## src/sv/rnh_pkg.sv

```systemverilog
// Package for the ray nearest-hit caster: item and result structs, command
// codes, fixed-point constants and the CORDIC arctangent table.
// Used by every module of the block but rnh_queue; depends on nothing.
package rnh_pkg;

  // Configuration port
  localparam int CFG_INDEX_W = 2;
  localparam int CFG_DATA_W  = 24;
  localparam logic [CFG_INDEX_W-1:0] CFG_VIEW_RANGE      = 2'd0;
  localparam logic [CFG_INDEX_W-1:0] CFG_OBSTACLE_RADIUS = 2'd1;
  localparam logic [23:0] VIEW_RANGE_RESET = 24'd38400;
  localparam logic [15:0] RADIUS_RESET     = 16'd4096;

  // Input mode codes
  localparam logic [1:0] MODE_START   = 2'd0;
  localparam logic [1:0] MODE_CIRCLE  = 2'd1;
  localparam logic [1:0] MODE_SEGMENT = 2'd2;

  // Fixed-point constants
  localparam logic signed [33:0] GAIN_Q30      = 34'sd652032875;
  localparam logic signed [33:0] ROUND_Q30     = 34'sd8192;
  localparam logic signed [20:0] PI_Q16        = 21'sd205887;
  localparam logic signed [20:0] HALF_PI_Q16   = 21'sd102944;
  localparam logic signed [20:0] TWO_PI_Q16    = 21'sd411775;
  localparam logic signed [33:0] UNIT_Q16      = 34'sd65536;
  localparam logic signed [58:0] DENOM_MIN_Q32 = 59'sd4294967;
  localparam logic [16:0]        RATIO_MAX     = 17'd65536;
  localparam int                 ATAN_LEN      = 24;

  typedef enum logic [1:0] {
    CMD_START,
    CMD_CIRCLE,
    CMD_SEGMENT,
    CMD_NONE
  } cmd_t;

  typedef enum logic {
    ITER_DIV,
    ITER_SQRT
  } iter_op_t;

  typedef struct packed {
    logic [1:0]         mode;
    logic signed [31:0] origin_x;
    logic signed [31:0] origin_y;
    logic signed [15:0] angle;
    logic [2:0]         ray_slot;
    logic signed [31:0] point_x;
    logic signed [31:0] point_y;
    logic signed [31:0] end_x;
    logic signed [31:0] end_y;
    logic               last;
  } in_item_t;

  typedef struct packed {
    logic [16:0] distance_ratio;
    logic [2:0]  slot_out;
  } out_item_t;

  // Classified request handed from front to back
  typedef struct packed {
    cmd_t               cmd;
    logic               last;
    logic [2:0]         slot;
    logic               flip;
    logic signed [17:0] z0;
    logic signed [31:0] ax;
    logic signed [31:0] ay;
    logic signed [31:0] bx;
    logic signed [31:0] by;
  } work_t;

  // Request to the shared divide / square-root unit
  typedef struct packed {
    logic        start;
    iter_op_t    op;
    logic [63:0] dividend;
    logic [28:0] divisor;
    logic [31:0] radicand;
  } iter_req_t;

  // atan(2^-i) in Q.16
  function automatic logic [15:0] atan_q16(input logic [4:0] i);
    logic [15:0] v;
    case (i)
      5'd0:    v = 16'd51472;
      5'd1:    v = 16'd30385;
      5'd2:    v = 16'd16055;
      5'd3:    v = 16'd8150;
      5'd4:    v = 16'd4091;
      5'd5:    v = 16'd2047;
      5'd6:    v = 16'd1024;
      5'd7:    v = 16'd512;
      5'd8:    v = 16'd256;
      5'd9:    v = 16'd128;
      5'd10:   v = 16'd64;
      5'd11:   v = 16'd32;
      5'd12:   v = 16'd16;
      5'd13:   v = 16'd8;
      5'd14:   v = 16'd4;
      5'd15:   v = 16'd2;
      5'd16:   v = 16'd1;
      default: v = 16'd0;
    endcase
    return v;
  endfunction

endpackage

```

## src/sv/rnh_front.sv

```systemverilog
// Front end: classifies an incoming item into a command and folds the ray
// angle into the CORDIC range. Depends on rnh_pkg.
module rnh_front (
  input  rnh_pkg::in_item_t item,
  output rnh_pkg::work_t    work
);
  import rnh_pkg::*;

  logic signed [20:0] a0;
  logic signed [20:0] a1;
  logic signed [20:0] a2;
  logic               flip;

  // Angle to Q.16, one fold by 2*pi, then by pi into [-pi/2, pi/2]
  always_comb begin
    a0   = {item.angle[15], item.angle, 4'b0000};
    flip = 1'b0;
    if (a0 > PI_Q16) begin
      a1 = a0 - TWO_PI_Q16;
    end else if (a0 < -PI_Q16) begin
      a1 = a0 + TWO_PI_Q16;
    end else begin
      a1 = a0;
    end
    if (a1 > HALF_PI_Q16) begin
      a2   = a1 - PI_Q16;
      flip = 1'b1;
    end else if (a1 < -HALF_PI_Q16) begin
      a2   = a1 + PI_Q16;
      flip = 1'b1;
    end else begin
      a2 = a1;
    end
  end

  // Command decode and operand selection
  always_comb begin
    unique case (item.mode)
      MODE_START:   work.cmd = CMD_START;
      MODE_CIRCLE:  work.cmd = CMD_CIRCLE;
      MODE_SEGMENT: work.cmd = CMD_SEGMENT;
      default:      work.cmd = CMD_NONE;
    endcase
    work.last = item.last;
    work.slot = item.ray_slot;
    work.flip = flip;
    work.z0   = a2[17:0];
    work.ax   = (item.mode == MODE_START) ? item.origin_x : item.point_x;
    work.ay   = (item.mode == MODE_START) ? item.origin_y : item.point_y;
    work.bx   = item.end_x;
    work.by   = item.end_y;
  end

endmodule

```

## config.mk

```make
export PLATFORM = sky130hd
export DESIGN_NAME = rnh_front
export DESIGN_NICKNAME = d
export VERILOG_FILES = /design/src/sv/rnh_pkg.sv /design/src/sv/rnh_front.sv
export SDC_FILE = /design/constraint.sdc
export NUM_CORES = 1
export LEC_CHECK = 0
export BUFFER_PORTS_ARGS = -buffer_cell sky130_fd_sc_hd__buf_2
export CORE_AREA = 2 2 143 145
export DETAILED_ROUTE_END_ITERATION = 8
export DIE_AREA = 0 0 145 147
export PLACE_DENSITY_LB_ADDON = 0.3
export SYNTH_ARGS = -nofsm -noshare
export SYNTH_HDL_FRONTEND = slang
export SYNTH_SLANG_ARGS = --single-unit
export TNS_END_PERCENT = 100
```

## constraint.sdc

```tcl
create_clock -name vclk -period 3.88
set_clock_uncertainty 0.05 [all_clocks]
set_input_delay 0.388 -clock vclk [all_inputs]
set_output_delay 0.388 -clock vclk [all_outputs]
set_load 0.03 [all_outputs]
```

; Word-level counts from Yosys, hierarchy flattened
; Index checks and enable logic that the tools add are counted.
[totals]
reg_bits = 0
latch_bits = 0
ram_bits = 0
rom_bits = 0
in_bits = 214
memories = 0
[classes]
add_sub_neg = 4
multipliers = 0
div_mod_pow = 0
n_lt_le_gt_ge = 4
eq_ne = 2
n_shift = 0
muxes = 9
bitwise_logic = 0
n_reduce_logical = 1
[op_table]
columns = operator, n
row1 = $mux W32, 2
row2 = $mux W21, 2
row3 = $mux W18, 2
row4 = $add A20 B20 Y21 const B, 1
row5 = $gt A21 B18 Y1 const B, 1
row6 = $lt A21 B18 Y1 const B, 1
row7 = $sub A20 B20 Y21 const B, 1
row8 = $gt A20 B19 Y1 const B, 1
row9 = $lt A20 B19 Y1 const B, 1
row10 = $add A18 B17 Y18 const B, 1
row11 = $sub A18 B17 Y18 const B, 1
row12 = $pmux W2 S3, 1
row13 = $eq A2 B1 Y1 const B, 1
row14 = $eq A2 B2 Y1 const B, 1
row15 = $logic_not A2 Y1, 1
row16 = $mux W1, 2

; Longest topological paths before layout
; Gate-level depths: netlist (run 1).
[depth]
depth_word = 6
mapped_depth = 16

; Worst setup path after synthesis (run 1)
; No wires, ideal clock.
[synth_timing]
path_kind = input to output
start = input port item[132] (netlist bit)
end = output port work[138] (netlist bit)
t_arrival_ns = 3.751
slack_ns = -0.309
path_stages = 14
n_path_buf = 2
path_cell_list = clkbuf_1 inv_1 ha_1 inv_1 a31o_2 a21oi_2 buf_4 a32oi_2 xnor2_1 a21oi_1 a2111oi_4 o21a_1 nor3_1 a311oi_1
[synth_lines]
columns = item, line_no
row1 = "start, declared", rnh_front.sv:4  ; input rnh_pkg::in_item_t item,
row2 = "end, declared", rnh_front.sv:5  ; output rnh_pkg::work_t work

==> results.ini, run 1 <==
[status]
status = completed

[worst_setup_path]
cp_max_fo = 6
critPathRequiredTime_ns = 3.44
cp-start-kind = input pin
critical_path_arrival_ns = 3.43
end_kind = primary output
worstSetupPathType = in2out

[die]
die_h_um = 147
row_count = 52
ios = 367
die_area_mm2 = 0.0213
die_x_um = 145
core_region_area_mm2 = 0.0198
start_util_pct = 15.0

[sta]
slew_violations = 0
worst_pin_slew_ns = 0.494
fin_ws_ns = 0.0106
hold_viol_final = 0
setup_viol_count_final = 0
rsz0062_at_grt = yes
period_minus_slack_ns = 3.87
slew_headroom_pct = 66.9
max_freq_mhz = 258
post-route-period-util_pct = 99.7
setup_tns_ns = 0

[placed_design]
dp.cells = 875
port_buffers = 231
hpwl_um = 17800
pre_cts_slack_ns = -0.178
gp_congestion = 0.833

[routing]
drt-vias-per-instance = 4.23
vias = 3798
routed_wl_um = 20000
drtPass1Iterations = 4
postRouteAntennaNets = 0
wire_per_inst_um = 22.2
drtIter0Drc = 144
remaining_drc_errors = 0

[global_routing]
grt_pass1_wl_um = 27000
grt_start_max_net_pins = 33
grtUsageTotal_pct = 17.4
first_global_vias = 3762
grt-ovfl-total = 0
antenna_found_initial = 15

[final_layout]
nClkBuffers = 0
final-seq-area_um2 = 0
fin_cells = 898
fillers = 2208
drive_gt1_share_pct = 76.4
syn_to_final_growth_pct = 73.5
nFlopsAndLatches = 0
fin_nets = 845

[power]
switchingPower_uw = 684
p_leak_uw = 0.00238
combPwrFrac_pct = 100.0
p_int_uw = 543
power_frac_seq_pct = 0
vdd_drop_max_v = 0.0000750
powerDensity_mw_per_mm2 = 237
swShare_pct = 55.7
p_clk_share_pct = 0

[synth]
synth_cells = 377
synth_commonest_cells = 73 x buf_4, 64 x mux2_2, 18 x xnor2_1
synth_area_mm2 = 0.00298
synth_top_area_share_pct = 24.2
syn_nets = 597
synth-seq-area-share_pct = 0
synth_cell_types = 67
yosys_warnings = 0
post_synth.cell_area_avg_um2 = 7.92
synthTopCellsByArea = mux2_2 24%, buf_4 18%, xnor2_1 5.3%, xor2_1 2.6%, ha_1 2.5%
synth.most_common_cell = buf_4
synth_top_area_cell = mux2_2

[clock_tree]
postCtsHoldBufs = 0

[job]
maxCapViolCount = 0

[worst_hold_path]
hold_path_class = in2out

## through the flow
stage | area (um2) | util, % | hold slack, ns | power, uW
global route | 5170 | 26.0 | 0.726 | 1300
global placement | 4600 | 23.2 | 0.726 | 1060
finish | 5180 | 26.1 | 0.726 | 1230
CTS | 4830 | 24.3 | 0.726 | 1130
floorplan | 3040 | - | 0.858 | 767
detailed placement | 4600 | 23.2 | 0.726 | 1060
## layout by cell type, fill, tap and decap left out, types with 6 or more instances in the layout
| cell | count |
|---|---|
| a21oi_1 | 6 |
| a31oi_1 | 9 |
| buf_2 | 212 |
| buf_4 | 112 |
| buf_6 | 12 |
| ha_1 | 6 |
| inv_1 | 9 |
| mux2_2 | 64 |
| nand2_1 | 15 |
| nor2_1 | 15 |
| o22ai_1 | 6 |
| xnor2_1 | 9 |
| xnor2_2 | 8 |
## power groups by stage
stage / clock network (uW) / logic (uW) / registers [uW]
after floorplan: 0 / 767 / 0
after global placement: 0 / 1060 / 0
after detailed placement: 0 / 1060 / 0
after CTS: 0 / 1130 / 0
after global routing: 0 / 1300 / 0
final: 0.000173 / 1230 / 0
## cell type report
type / count / area, um2 / share of cell area [%]
antenna: 5 / 12.5 / 0.242
inverter: 10 / 37.5 / 0.725
multi-input combinational: 271 / 2640 / 51.0
tap: 270 / 338 / 6.52
timing repair buffer: 342 / 2150 / 41.5
## layer usage
layer,global-route usage (%),up-vias,wire length (um)
met5,0,-,69
met4,2.87,10,422
met3,7.36,24,2070
met2,32.3,189,10300
met1,18.6,1752,7100
li1,-,1823,-
## cells by family after synthesis
| logic type | Yosys count | share of synthesized area [%] |
|---|---|---|
| adder cells (fa/ha/maj) | 6 | 2.52 |
| AND/OR/NAND/NOR | 82 | 15.4 |
| multiplexers | 66 | 24.8 |
| AO/OA/AOI/OAI | 89 | 25.5 |
| buffers and inverters | 107 | 23.9 |
| XOR/XNOR | 27 | 7.92 |
## path summary, 6_finish.rpt
check                     start         to  slack [ns]  depth (start not counted)
worst max-delay path  item[136]  work[144]        0.01                         14
worst min-delay path   item[14]   work[13]        0.73                          0
## worst max-delay path, stage by stage
cell      delay, ns
buf_6          0.09
or3_4          0.39
or3_4          0.36
a21oi_4        0.19
buf_4          0.13
a31oi_1        0.04
or3_4          0.42
or3_4          0.36
o21bai_4       0.26
nand2_4        0.13
buf_6          0.16
a22oi_2        0.20
xor2_2         0.16
buf_6          0.15
## timing repair
item / CTS / global route
setup buffers: 8 / 8
pin swaps: 15 / 20
endpoints found under the setup margin: 18 / 18
cloned: 1 / 1
gates resized for setup: 28 / 56
Power figures use the tool's default switching activity.
==> run 2: changes to the inputs <==
--- a/config.mk
+++ b/config.mk
@@ -5,10 +5,11 @@
 export SDC_FILE = /design/constraint.sdc
 export NUM_CORES = 1
 export LEC_CHECK = 0
+export ABC_AREA = 1
 export BUFFER_PORTS_ARGS = -buffer_cell sky130_fd_sc_hd__buf_2
-export CORE_AREA = 2 2 143 145
+export CORE_AREA = 2 2 141 143
 export DETAILED_ROUTE_END_ITERATION = 8
-export DIE_AREA = 0 0 145 147
+export DIE_AREA = 0 0 143 145
 export PLACE_DENSITY_LB_ADDON = 0.3
 export SYNTH_ARGS = -nofsm -noshare
 export SYNTH_HDL_FRONTEND = slang
==> run 2 against run 1 <==
Compared with the run above: routed wire length down 23%; critical path type unchanged; critical endpoint is now work[128]; utilization down 3.2 points; global-route usage shrank 3.2 points.
==> results.ini, run 2 <==
[global_routing]
first_global_vias = 4036
grt_start_max_net_pins = 61
grt-ovfl-total = 0
antenna_found_initial = 10
grt_pass1_wl_um = 23100
grtUsageTotal_pct = 14.2

[synth]
synth.most_common_cell = nand2_1
synth_cells = 595
post_synth.cell_area_avg_um2 = 5.78
synth_area_mm2 = 0.00344
synth_cell_types = 32
synth-seq-area-share_pct = 0
syn_nets = 815
synth_top_area_cell = nand2_1
yosys_warnings = 0
synth_top_area_share_pct = 23.1
synth_commonest_cells = 212 x nand2_1, 73 x buf_4, 64 x mux2_2
synthTopCellsByArea = nand2_1 23%, mux2_2 21%, buf_4 16%, nand3_1 7.1%, nor2_1 4.8%

[placed_design]
placed_area_mm2 = 0.00436
hpwl_um = 13700
gp_congestion = 0.820
dp.cells = 1011
pre_cts_slack_ns = 0.242
port_buffers = 231

[routing]
drtPass1Iterations = 4
postRouteAntennaNets = 0
drtIter0Drc = 165
routed_wl_um = 15500
remaining_drc_errors = 0
wire_per_inst_um = 15.2
drt-vias-per-instance = 4.06
vias = 4134

[final_layout]
final_common_cell = buf_2
fin_cells = 1017
final_cell_mix = 231 x buf_2, 212 x nand2_1, 64 x mux2_2
drive_gt1_share_pct = 47.0
syn_to_final_growth_pct = 27.9
multiInputGateArea_mm2 = 0.00263
fin_nets = 969
nClkBuffers = 0
nFlopsAndLatches = 0
fin_area_mm2 = 0.00440
fillers = 2252
final-seq-area_um2 = 0

[worst_setup_path]
critPathSlowestCell = xor2_2
critPathRequiredTime_ns = 3.44
critical_path_arrival_ns = 3.10
worstSetupPathType = in2out
end_kind = primary output
critical-path-max-stage-delay_ns = 0.32
cp-start-kind = input pin
cp_max_fo = 17
crit_path_start = item[132]
cp_cell_sequence = buf_2 -> inv_1 -> ha_1 -> nor2_1 -> nand2_1 -> nand2_2 -> nand2_4 -> nand3_4 -> clkinv_2 -> nand3_2 -> o21ai_2 -> xor2_2 -> inv_2 -> nor2_2 -> nand2_2 -> nand2_1 -> nand2_4 -> nand2_2 -> nand3_1 -> nand2_1 -> buf_2
cp-endpoint = work[128]

[worst_hold_path]
hold_path_class = in2out

[sta]
slew_headroom_pct = 77.6
hold_viol_final = 0
period_minus_slack_ns = 3.54
worst_pin_slew_ns = 0.337
max_freq_mhz = 282
fin_ws_ns = 0.338
setup_tns_ns = 0
rsz0062_at_grt = no
post-route-period-util_pct = 91.3
slew_violations = 0
setup_viol_count_final = 0

[job]
maxCapViolCount = 0

[die]
core_region_area_mm2 = 0.0192
ios = 367
die_h_um = 145
row_count = 51
die_area_mm2 = 0.0207
start_util_pct = 17.9
die_x_um = 143

[status]
status = completed

[power]
vdd_drop_max_v = 0.0000614
powerDensity_mw_per_mm2 = 204
p_leak_uw = 0.00246

[clock_tree]
postCtsHoldBufs = 0

-- run 2: cell types whose count changed after synthesis, sizes merged, moves of 10 or more --
cell    change
nand2     +215
nand3      +45
inv        +34
nor2       +30
xnor2      -18
o21ai      +16
nand4      +12
a211oi     -10
-- run 2: power by group --
| group | total (uW) | internal [uW] | leakage [uW] | switching (uW) |
|---|---|---|---|---|
| Clock | 0.000193 | 0.000193 | 0.0000000317 | 0 |
| Combinational | 895 | 303 | 0.00246 | 592 |
| Sequential | 0 | 0 | 0 | 0 |
| Total | 895 | 303 | 0.00246 | 592 |
-- run 2: logic make-up (layout without fill, tap and decap cells) --
| family | Yosys count | in the layout | synth area share [%] |
|---|---|---|---|
| simple gates | 350 | 350 | 44.5 |
| buf+inv | 134 | 286 | 23.8 |
| mux | 64 | 64 | 21.0 |
| compound gates | 33 | 33 | 6.26 |
| xor+xnor | 8 | 8 | 2.26 |
| fa+ha+maj | 6 | 6 | 2.18 |
| other cells | 0 | 5 | 0 |
-- run 2: worst max-delay path, delay by kind of cell --
family                   cells  cell delay (ns)
adder cells (fa/ha/maj)      1             0.23
XOR/XNOR                     1             0.32
AND/OR/NAND/NOR             13             1.24
buffers and inverters        5             0.81
AO/OA/AOI/OAI                1             0.09
-- run 2: final cells by class --
cell class,instances,area share [%]
antenna,5,0.284
inverter,45,3.87
multi-input combinational,461,59.7
tap,265,7.54
timing repair buffer,241,28.6
-- run 2: how the worst min path moves through the flow --
stage / start / end / cells after the start
after floorplan: item[1] / work[0] / 1
after global placement: item[12] / work[11] / 0
after detailed placement: item[12] / work[11] / 0
after CTS: item[12] / work[11] / 0
after global routing: item[13] / work[12] / 0
final: item[17] / work[16] / 0
-- run 2: routing by layer --
metal  global-route usage, %  routed length (um)  vias to the layer above  part of all wire [%]
li1                        -                   -                     2159                     -
met1                    20.9                7620                     1783                    49
met5                       0                  41                        -                  0.27
met4                    2.62                 325                        6                   2.1
met2                    21.3                6390                      144                    41
met3                    2.74                1080                       42                   7.0
-- run 2: through the flow --
step / hold WS, ns / utilization, % / power (uW)
after CTS: 0.726 / 22.7 / 896
after floorplan: 0.858 / - / 752
after detailed placement: 0.726 / 22.7 / 892
after global routing: 0.726 / 22.8 / 986
final: 0.726 / 22.9 / 895
after global placement: 0.726 / 22.7 / 895
-- run 2: repair_timing --
action	in CTS	in global routing
resized for setup	0	2
setup buffers	0	1
endpoints found under the setup margin	0	11
endpoints found under the hold margin	0	0
