`config.mk`:
```
export PLATFORM = sky130hd
export DESIGN_NAME = rnh_queue
export DESIGN_NICKNAME = d
export VERILOG_FILES = /design/src/sv/rnh_queue.sv
export SDC_FILE = /design/constraint.sdc
export NUM_CORES = 1
export LEC_CHECK = 0
export BUFFER_PORTS_ARGS = -buffer_cell sky130_fd_sc_hd__buf_2
export CORE_MARGIN = 8
export CORE_UTILIZATION = 30
export CTS_BUF_LIST = sky130_fd_sc_hd__clkbuf_8
export CTS_CLUSTER_SIZE = 10
export DETAILED_ROUTE_END_ITERATION = 8
export PLACE_DENSITY = 0.57
export SLEW_MARGIN = 0
export SYNTH_ARGS = -nofsm -noshare
export SYNTH_HDL_FRONTEND = slang
export SYNTH_SLANG_ARGS = --single-unit
```
`constraint.sdc`:
```
create_clock -name clk -period 1.42 [get_ports clk]
set_clock_uncertainty 0.05 [all_clocks]
set_input_delay 0.213 -clock clk [delete_from_list [all_inputs] [get_ports clk]]
set_output_delay 0.213 -clock clk [all_outputs]
set_load 0.05 [all_outputs]
```
`src/sv/rnh_queue.sv`:
```
// Small first-in first-out queue of flops with full and empty flags.
// Generic; used between front and back and on the result side.
module rnh_queue #(
  parameter int WIDTH = 8,
  parameter int DEPTH = 2
) (
  input  logic             clk,
  input  logic             rst,
  input  logic             push,
  input  logic [WIDTH-1:0] wr_data,
  output logic             full,
  input  logic             pop,
  output logic [WIDTH-1:0] rd_data,
  output logic             empty
);

  localparam int PTR_W = (DEPTH > 1) ? $clog2(DEPTH) : 1;
  localparam int CNT_W = $clog2(DEPTH + 1);

  logic [WIDTH-1:0] slots [DEPTH];
  logic [PTR_W-1:0] wr_ptr;
  logic [PTR_W-1:0] rd_ptr;
  logic [CNT_W-1:0] count;
  logic             do_push;
  logic             do_pop;

  assign full    = (count == CNT_W'(DEPTH));
  assign empty   = (count == '0);
  assign do_push = push && !full;
  assign do_pop  = pop && !empty;
  assign rd_data = slots[rd_ptr];

  // Storage
  always_ff @(posedge clk) begin
    if (do_push) begin
      slots[wr_ptr] <= wr_data;
    end
  end

  // Pointers and fill count
  always_ff @(posedge clk) begin
    if (rst) begin
      wr_ptr <= '0;
      rd_ptr <= '0;
      count  <= '0;
    end else begin
      if (do_push) begin
        wr_ptr <= (wr_ptr == PTR_W'(DEPTH - 1)) ? '0 : wr_ptr + 1'b1;
      end
      if (do_pop) begin
        rd_ptr <= (rd_ptr == PTR_W'(DEPTH - 1)) ? '0 : rd_ptr + 1'b1;
      end
      if (do_push && !do_pop) begin
        count <= count + 1'b1;
      end else if (do_pop && !do_push) begin
        count <= count - 1'b1;
      end
    end
  end

endmodule

```
### Yosys cells after proc, flatten, opt, wreduce, memory -nomap -nowiden

Memories as Yosys holds them, arrays and structs flattened. A register that Yosys moved wholly into a read port is not among the register bits.
Cells that the tools add are included.

* flip-flop bits (word level): 4
* memory bits (writable): 16
* output and inout bits: 10
* word-level logic and storage cells: 27
* memories kept: 1

Memories
* slots: words 2, width 8, read ports 1, clocked after memory_dff 1, wr ports 1, RTL line 20 `logic [WIDTH-1:0] slots [DEPTH];`

* add/sub/neg operators: 4
* equality and inequality tests: 1
* muxes and demuxes: 8
* reductions and logical operators: 10

Operators by type and width (number)
* $mux W1: 6
* $logic_and A1 B1 Y1: 4
* $logic_not A1 Y1: 4
* $mux W2: 2
* $add A1 B1 Y1 const B: 2
* $add A2 B1 Y2 const B: 1
* $eq A2 B2 Y1 const B: 1
* $logic_not A2 Y1: 1
* $reduce_bool A2 Y1: 1
* $sub A2 B1 Y2 const B: 1

### Longest topological paths before layout

Gate-level depths: netlist (run 1).

* depth in word-level cells: 7
* gate-level depth with buffers: 6
* gate-level depth less buffers: 6

### Least setup slack after synthesis (run 1)

No wires, ideal clock.

* path type: reg-to-reg
* from: reg count[1]
* to: reg count[1]
* library setup time: 0.070 ns
* data arrival time: 1.773 ns
* required time: 1.300 ns
* setup slack: -0.473 ns
* stages on the path, launching flop included: 6
* path buffers: 0
* period minus slack after synthesis: 1.893 ns
* cells stage by stage: dfxtp_1 nor2b_2 nor2_1 ha_1 or3_1 a21oi_1

* longest elaborated chain between the ends: 6

Ends and longest elaborated chain
* start: declaration: RTL line 23 `logic [CNT_W-1:0] count;`
* start signal: assignment: RTL line 54 `count <= count + 1'b1;`
* start signal: assignment: RTL line 56 `count <= count - 1'b1;`
* $eq A2 B2 Y1 *: RTL line 27 `assign full = (count == CNT_W'(DEPTH));`
* via full: RTL line 11 `output logic full,`
* $logic_not A1 Y1 *: RTL line 29 `assign do_push = push && !full;`
* $logic_and A1 B1 Y1 *: RTL line 29
* $logic_not A1 Y1: RTL line 55 `end else if (do_pop && !do_push) begin`
* $logic_and A1 B1 Y1: RTL line 55
* $reduce_bool A2 Y1 (no source line)

The timed path passes the listed nets; every way through them passes the cells marked *. The select of a mux whose other input is x is not followed.
A chain may end at the register's enable or synchronous reset.

==> results of run 1 <==
==> cell usage after synthesis <==
cell / count / share of area (%)
a21oi_1: 2 / 1.3
and2_1: 1 / 0.79
buf_2: 1 / 0.63
dfxtp_1: 5 / 13
edfxtp_1: 16 / 61
ha_1: 1 / 1.6
inv_1: 2 / 0.95
mux2_2: 8 / 11
nor2_1: 5 / 2.4
nor2b_2: 1 / 1.1
o21ai_0: 3 / 1.9
or3_1: 2 / 1.6
xor2_1: 3 / 3.3
==> critical path: cells and delay by family (launching register included) <==
kind	cells	cell delay, ns
flip-flops	1	0.34
multiplexers	1	0.31
buffers and inverters	2	0.28
==> metrics by stage <==
step           util (%)  hold WS [ns]
2_1_floorplan         -         0.225
3_3_place_gp       41.4         0.353
3_5_place_dp       41.4         0.357
4_1_cts            48.1        0.0898
5_1_grt            48.1        0.0853
6_report           48.1         0.100
==> timing repair <==
item                                    CTS  global route
hold buffers                              0             0
buffers inserted                          0             0
pin swaps                                 2             2
gates cloned                              0             0
resized for setup                        37             1
endpoints found under the setup margin    9            18
==> worst paths after layout <==
| kind | from | endpoint | slack, ns | cells past startpoint |
|---|---|---|---|---|
| setup / recovery | register | rd_data[3] | -0.03 | 3 |
| hold / removal | wr_data[0] | slots[0][0] | 0.10 | 1 |
| setup reg to reg | count[1] | count[1] | -0.01 | 6 |
| hold reg to reg | wr_ptr | wr_ptr | 0.44 | 2 |
==> power groups by stage <==
| stage | combinational, mW | clock (mW) | sequential (mW) |
|---|---|---|---|
| 2_1_floorplan | 0.695 | 0 | 0.847 |
| 3_3_place_gp | 1.03 | 0 | 0.848 |
| 3_5_place_dp | 1.04 | 0 | 0.852 |
| 4_1_cts | 1.29 | 0.388 | 0.850 |
| 5_1_grt | 1.35 | 0.415 | 0.860 |
| 6_report | 1.28 | 0.367 | 0.849 |
==> cells in the final DEF, fill, tap and decap left out <==
cell and n:
nor2_1 4, buf_12 3, or3_1 2, a21oi_1 2, and2_1 1, buf_8 8
buf_2 13, o21ai_0 2, mux2_4 8, inv_1 1, nor2_2 1, xor2_1 3
clkbuf_8 3, nor2b_4 1, clkinv_2 1, edfxtp_1 16, dfxtp_2 3, o21ai_2 1
dfxtp_1 2, buf_4 5, inv_2 1, ha_2 1
==> sequential cells by signal, indices dropped and copies added, names as in the netlist, named ones only <==
name,cells
slots,16
rd_ptr,1
count,2
wr_ptr,1
==> metal layers <==
metal / part of all wire (%) / track usage, %
met5: 0 / 0
met4: 1.2 / 3.92
met3: 9.6 / 2.98
met2: 46 / 10.3
met1: 44 / 8.22
==> kinds of logic (layout without fill, tap and decap cells) <==
group,count (synthesis),after routing
simple gates,9,9
mux,8,8
buf+inv,3,35
flops,21,21
xor+xnor,3,3
fa+ha+maj,1,1
compound gates,5,5
==> final cells by class <==
class / count / area (um^2) / share of cell area, %
Sequential cell: 21 / 584 / 48.6
Timing Repair Buffer: 29 / 283 / 23.5
Multi-Input combinational cell: 26 / 244 / 20.3
Clock buffer: 3 / 41.3 / 3.43
Tap cell: 30 / 37.5 / 3.12
Inverter: 2 / 7.51 / 0.624
Clock inverter: 1 / 5.00 / 0.416
==> metrics, run 1 <==
status complete, but fails checks; failing checks setup timing; number of DRC markers in iteration 0 5; XOR/XNOR Fraction of Synth Area 3.31%; Non-Filler Instances 112; Synth Cell Area between 700 and 800 um^2; total CTS buffers 3; worst setup path class reg -> out; CTS Root Buffer Type clkbuf_8; GP Congestion 0.713; Synth Instances 50; setup TNS -0.248 ns; synthesis warning total 0; CTS tree yes; core area 2500 um^2; total power 2.49 mW; power share of the combinational group 51.2%; CTS H-tree depth 1; P_sw 0.905 mW; via-per-instance ratio 4.32; Final Cell Area 1200 um^2; worst path arrival time ~1.2 ns; Sw Share 36.3%; Setup violations, final 9; startpoint class of the critical path register; fin crit share 102%; Max Cap Viol 0; layout cells sized above 1 59.8%; Post-Place Worst Slack -0.0562 ns; total track usage 6.92%; sequential area share after synthesis between 70 and 80%; pin count of the biggest net entering global routing 13; die area 4550 um^2; crit-path max cell delay 0.34 ns; vias in the first global route ~520; number of buffers added on ports 21; worst-margin pin slew between 0.2 and 0.3 ns; worst-path fanout max 8; Row Count 18; crit path capture type primary output; Pwr Density 2070 nW/um^2; worst setup margin -0.0310 ns; DRT Wirelength 1.37 mm; Slowest-stage cell, CP dfxtp_2; Pins Over Slew Limit 0; global route total overflow 0; Placed Area 1040 um^2; initial antenna violation count 0; # fillers 217; nets@finish 96; Hold Vio Cnt, Final 0; Detailed Routing Iterations Pass 1 2; dpl hpwl ~1.1 mm; CP cell instances buf_12 > mux2_4 > buf_8; CTS sink count 21; Die Wd 67.4 um; clock group share of total power 14.7%; Post-Synth Adder-Cell Area 1.58%; internal power between 1.5 and 2 mW; placed cell count between 100 and 150; IO Count 22; mux cell area share after synthesis 11.4%; post-synth cell types 13; CTS clk-pin slew, worst paths about 0.070 ns; Leak Pwr a little under 0.5 nW; Synth Area per Inst around 16 um^2; maximum clock frequency 0.689 GHz; post-synthesis register bit count 21; worst path required time between 1 and 1.5 ns; Avg WL per Cell 12.3 um; Routed Antenna Nets 0; ANT cells 0; simple-gate area share of the yosys netlist 5.84%; Worst slew margin 83.4%; peak supply drop approximately 0.0014 V; via count a little under 500; RSZ-0062 raised after global routing yes; clk_lat worst skew 0.25 ns; Tmin final 1.45 ns; main combinational cell family by area after synthesis multiplexers; CTS max path bufs 2; compound-cell area share of the yosys netlist 3.15%; Die Span Y approximately 67 um; Min-Delay Path Class in -> reg; first-pass GRT wire length 2.34 mm; area grow syn2layout 51.6%; Flop pwr share between 30 and 40%; Initial Utilization approximately a third; DRC 0; Net Count, Synth 63
(Power assumes the default switching activity.)
==> run 2: changes to the inputs <==
--- a/config.mk
+++ b/config.mk
@@ -12,6 +12,8 @@
 export CTS_CLUSTER_SIZE = 10
 export DETAILED_ROUTE_END_ITERATION = 8
 export PLACE_DENSITY = 0.57
+export SETUP_SLACK_MARGIN = 0.1
+export SKIP_CTS_REPAIR_TIMING = 1
 export SLEW_MARGIN = 0
 export SYNTH_ARGS = -nofsm -noshare
 export SYNTH_HDL_FRONTEND = slang
==> run 2 against run 1 <==
Compared with the run above:
- combinational power is 7% higher
- sequential power increased by 0.9%
- largest power group unchanged
- clock-buffer cell count unchanged
- routed wire length is 14% higher
- sequential cell count stayed put
- the flow still finishes with violations (setup timing)
- final cell count down 2.7%
==> metrics, run 2 (synthesis gave the netlist of run 1 again) <==
most flop-heavy register slots; Min-Delay Path Class in -> reg; DRC 0; Die Wd 67.4 um; clock group share of total power between 10 and 15%; Post-Place Worst Slack -0.0272 ns; Initial Utilization 31.7%; number of buffers added on ports 21; dpl hpwl 1.06 mm; via count 495; clk_lat worst skew 0.25 ns; ANT cells 0; CTS clk-pin slew, worst paths around 0.070 ns; CTS Root Buffer Type clkbuf_8; Sw Share a little under two fifths; fin crit share 105%; RSZ-0062 raised after global routing yes; peak supply drop 0.00136 V; worst path arrival time 1.62 ns; met2 Use GR 11.2%; worst-path fanout max 4; worst r2r src count[1]; Pwr Density 2160 nW/um^2; number of DRC markers in iteration 0 6; total power 2.60 mW; placed cell count about 110; Setup violations, final 9; via-per-instance ratio 4.54; Worst slew margin between 80 and 90%; total track usage 7.24%; power share of the combinational group a little over half; Most Used Layer, Global Route met2; Detailed Routing Iterations Pass 1 2; P_sw 0.971 mW; worst setup path class reg -> reg; Flop pwr share 33.0%; total CTS buffers 3; final core utilization 48.2%; layout cells sized above 1 63.3%; Hold Vio Cnt, Final 0; worst path required time 1.56 ns; first-pass GRT wire length between 2 and 2.5 mm; Die Span Y just under 70 um; pin count of the biggest net entering global routing 13; crit path launch count[1]; Non-Filler Instances approximately 110; CTS max path bufs 2; Max Cap Viol 0; worst-margin pin slew 0.253 ns; setup TNS -0.390 ns; Tmin final 1.49 ns; worst setup margin -0.0686 ns; die area around 4500 um^2; Row Count 18; maximum clock frequency 0.672 GHz; global route total overflow 0; most common cell after layout, fill and taps aside edfxtp_1; max reg flops 16; DRT Wirelength 1.57 mm; IO Count 22; initial antenna violation count 0; status complete, but fails checks; # fillers 218; vias in the first global route 504; CTS sink count 21; GR Util met3 about 4.1%; met1 usage 7.96%; failing checks setup timing; Leak Pwr about 0.48 nW; startpoint class of the critical path register; crit path capture type register; Avg WL per Cell 14.4 um; core area 2500 um^2; CTS H-tree depth 1; GP Congestion 0.668; nets@finish a little over 90; internal power 1.63 mW; most frequent cells in the layout edfxtp_1 (16), buf_2 (12), buf_8 (9), mux2_4 (8); CTS tree yes; Routed Antenna Nets 0; area grow syn2layout 51.9%; Pins Over Slew Limit 0; HP Start wr_data[1]; top flop regs slots (16), count (2)
-- run 2: cell count changes in the layout (fill, tap and decap cells not counted), sizes merged --
cell,delta
buf,-3
-- run 2: layout make-up --
| class | count | area, um^2 | share of cell area, % |
|---|---|---|---|
| Clock buffer | 3 | 41.3 | 3.43 |
| Clock inverter | 1 | 5.00 | 0.415 |
| Inverter | 2 | 10.0 | 0.831 |
| Multi-Input combinational cell | 26 | 280 | 23.3 |
| Sequential cell | 21 | 587 | 48.7 |
| Tap cell | 30 | 37.5 | 3.12 |
| Timing Repair Buffer | 26 | 244 | 20.2 |
-- run 2: critical path, stage by stage, from the launching register on --
cell	delay, ns
dfxtp_2	0.36
nor2b_4	0.21
nor2_4	0.07
ha_4	0.16
xor2_1	0.14
or3_1	0.30
a21oi_1	0.13
-- run 2: through the flow --
| stage | hold WS [ns] | instance area, um^2 |
|---|---|---|
| 2_1_floorplan | 0.225 | 802 |
| 3_3_place_gp | 0.352 | 977 |
| 3_5_place_dp | 0.358 | 977 |
| 4_1_cts | 0.0866 | 1020 |
| 5_1_grt | 0.0884 | 1200 |
| 6_report | 0.0931 | 1200 |
-- run 2: final timing paths --
kind,end,slack (ns),depth (start not counted)
max,count[1],-0.07,6
max reg2reg,count[1],-0.07,6
min reg2reg,wr_ptr,0.45,2
min,slots[1][1],0.09,1
-- run 2: power groups by stage --
stage                     Sequential [mW]  Combinational (mW)  Clock [mW]
after floorplan                     0.846               0.698           0
after global placement              0.842               0.953           0
after detailed placement            0.845               0.963           0
after CTS                           0.832               0.976       0.392
after global routing                0.871                1.44       0.412
final                               0.857                1.37       0.373
-- run 2: layer usage --
metal / vias up / share of wire, %
met5: - / 0
met4: 0 / 1.1
met3: 5 / 8.7
met2: 17 / 51
met1: 234 / 39
li1: 239 / -
==> run 3: changes to the inputs <==
--- a/config.mk
+++ b/config.mk
@@ -8,7 +8,7 @@
 export BUFFER_PORTS_ARGS = -buffer_cell sky130_fd_sc_hd__buf_2
 export CORE_MARGIN = 8
 export CORE_UTILIZATION = 30
-export CTS_BUF_LIST = sky130_fd_sc_hd__clkbuf_8
+export CTS_BUF_LIST = sky130_fd_sc_hd__clkbuf_2 sky130_fd_sc_hd__clkbuf_4 sky130_fd_sc_hd__clkbuf_8
 export CTS_CLUSTER_SIZE = 10
 export DETAILED_ROUTE_END_ITERATION = 8
 export PLACE_DENSITY = 0.57
==> run 3 against run 2 <==
Compared with the run above:
- the run still ends with setup timing left
- setup slack worse by 0.034 ns
- critical path depth unchanged
- final area is 1.2% higher
- combinational power grew 5%
- global-route usage is 0.31 points lower
- routed wire length up 2.4%
- final cell count is 1.8% higher
- largest power group unchanged
- highest routed layer unchanged
==> metrics, run 3 (synthesis gave the netlist of run 1 again) <==
status complete, but fails checks; failing checks setup timing; fin crit share 107%; worst-path fanout max 4; dpl hpwl 1.06 mm; GP Congestion 0.668; Avg WL per Cell 14.5 um; Initial Utilization roughly a third; Tmin final 1.52 ns; Placed Area 977 um^2; Die Span Y 67.4 um; via count roughly 500; worst setup path class reg -> reg; Row Count 18; worst path required time 1.60 ns; layout cells sized above 1 between 60% and 70%; Leak Pwr 0.492 nW; most flop-heavy register slots; CTS Root Buffer Type clkbuf_4; Post-Place Worst Slack -0.0272 ns; startpoint class of the critical path register; Pins Over Slew Limit 0; CTS max path bufs 2; total track usage under 10%; Max Cap Viol 0; global route total overflow 0; Hold Vio Cnt, Final 0; Die Wd 67.4 um; vias in the first global route 494; hold depth 1; core area 2500 um^2; RSZ-0062 raised after global routing yes; ANT cells 0; CTS clk-pin slew, worst paths between 0.1 and 0.15 ns; CTS tree yes; die area 4550 um^2; peak supply drop 0.00160 V; clk_lat worst skew 0.29 ns; most common cell after layout, fill and taps aside edfxtp_1; max reg flops 16; Most Used Layer, Global Route met2; most frequent cells in the layout edfxtp_1 (16), buf_2 (11), buf_8 (10), mux2_4 (8), buf_6 (5); setup TNS -0.865 ns; worst setup margin -0.102 ns; top flop regs slots (16), count (2); R2R depth 6; # fillers 217; CTS H-tree depth 1; Routed Antenna Nets 0; crit path capture type register; pin count of the biggest net entering global routing 13; GR Util met3 4.64%; number of buffers added on ports 21; DRC 0; number of DRC markers in iteration 0 10; Hold WS 0.0434 ns; Detailed Routing Iterations Pass 1 4; area grow syn2layout 53.8%; first-pass GRT wire length 2.34 mm; CTS sink count 21; total CTS buffers 3; met2 Use GR 10.8%; initial antenna violation count 0; worst-margin pin slew roughly 0.21 ns; met1 usage between 7 and 8%; maximum clock frequency 0.657 GHz; Min-Delay Path Class in -> reg; worst path arrival time 1.70 ns; via-per-instance ratio 4.54; Worst slew margin a little under nine tenths; IO Count 22; nets@finish 95; Pwr Density 2110 nW/um^2; Setup violations, final 9; Final Cell Area 1220 um^2; DRT Wirelength 1.61 mm
-- run 3: cell types whose count changed in the layout (fill, tap and decap cells not counted), sizes merged --
cell,previous run,this run
buf,26,28
-- run 3: power breakdown --
group          switching [mW]  internal (mW)  leakage [nW]  total, mW
sequential             0.0643          0.796         0.192      0.860
combinational           0.746          0.696         0.282       1.44
clock                   0.170          0.105        0.0177      0.275
-- run 3: path summary, 6_finish.rpt --
check / start / end / slack [ns]
worst min-delay path: wr_data[1] / slots[1][1] / 0.04
worst max-delay path: count[1] / count[1] / -0.10
worst max register to register: count[1] / count[1] / -0.10
worst min register to register: rd_ptr / rd_ptr / 0.47
-- run 3: worst max-delay path, stage by stage, from the launching register on --
cell	delay, ns
dfxtp_2	0.38
nor2b_4	0.24
nor2_4	0.07
ha_4	0.15
xor2_1	0.14
or3_1	0.30
a21oi_1	0.12
-- run 3: area by class of cell --
type,instances,area (um^2),area share [%]
Sequential cell,21,587,48.1
Multi-Input combinational cell,26,282,23.1
Timing Repair Buffer,28,277,22.7
Tap cell,30,37.5,3.08
Clock buffer,3,22.5,1.85
Inverter,2,10.0,0.821
Clock inverter,1,5.00,0.410
-- run 3: stage by stage --
stage / power [mW] / util, % / std cells
2_1_floorplan: 1.54 / - / 50
5_1_grt: 2.70 / 48.8 / 111
4_1_cts: 2.09 / 40.2 / 109
3_5_place_dp: 1.81 / 39.1 / 105
3_3_place_gp: 1.79 / 39.1 / 105
6_report: 2.58 / 48.8 / 111
-- run 3: metal layers --
layer / share of wire [%] / up-vias
met5: 0 / -
met4: 0.50 / 0
met3: 9.5 / 2
met2: 53 / 20
met1: 37 / 238
li1: - / 244
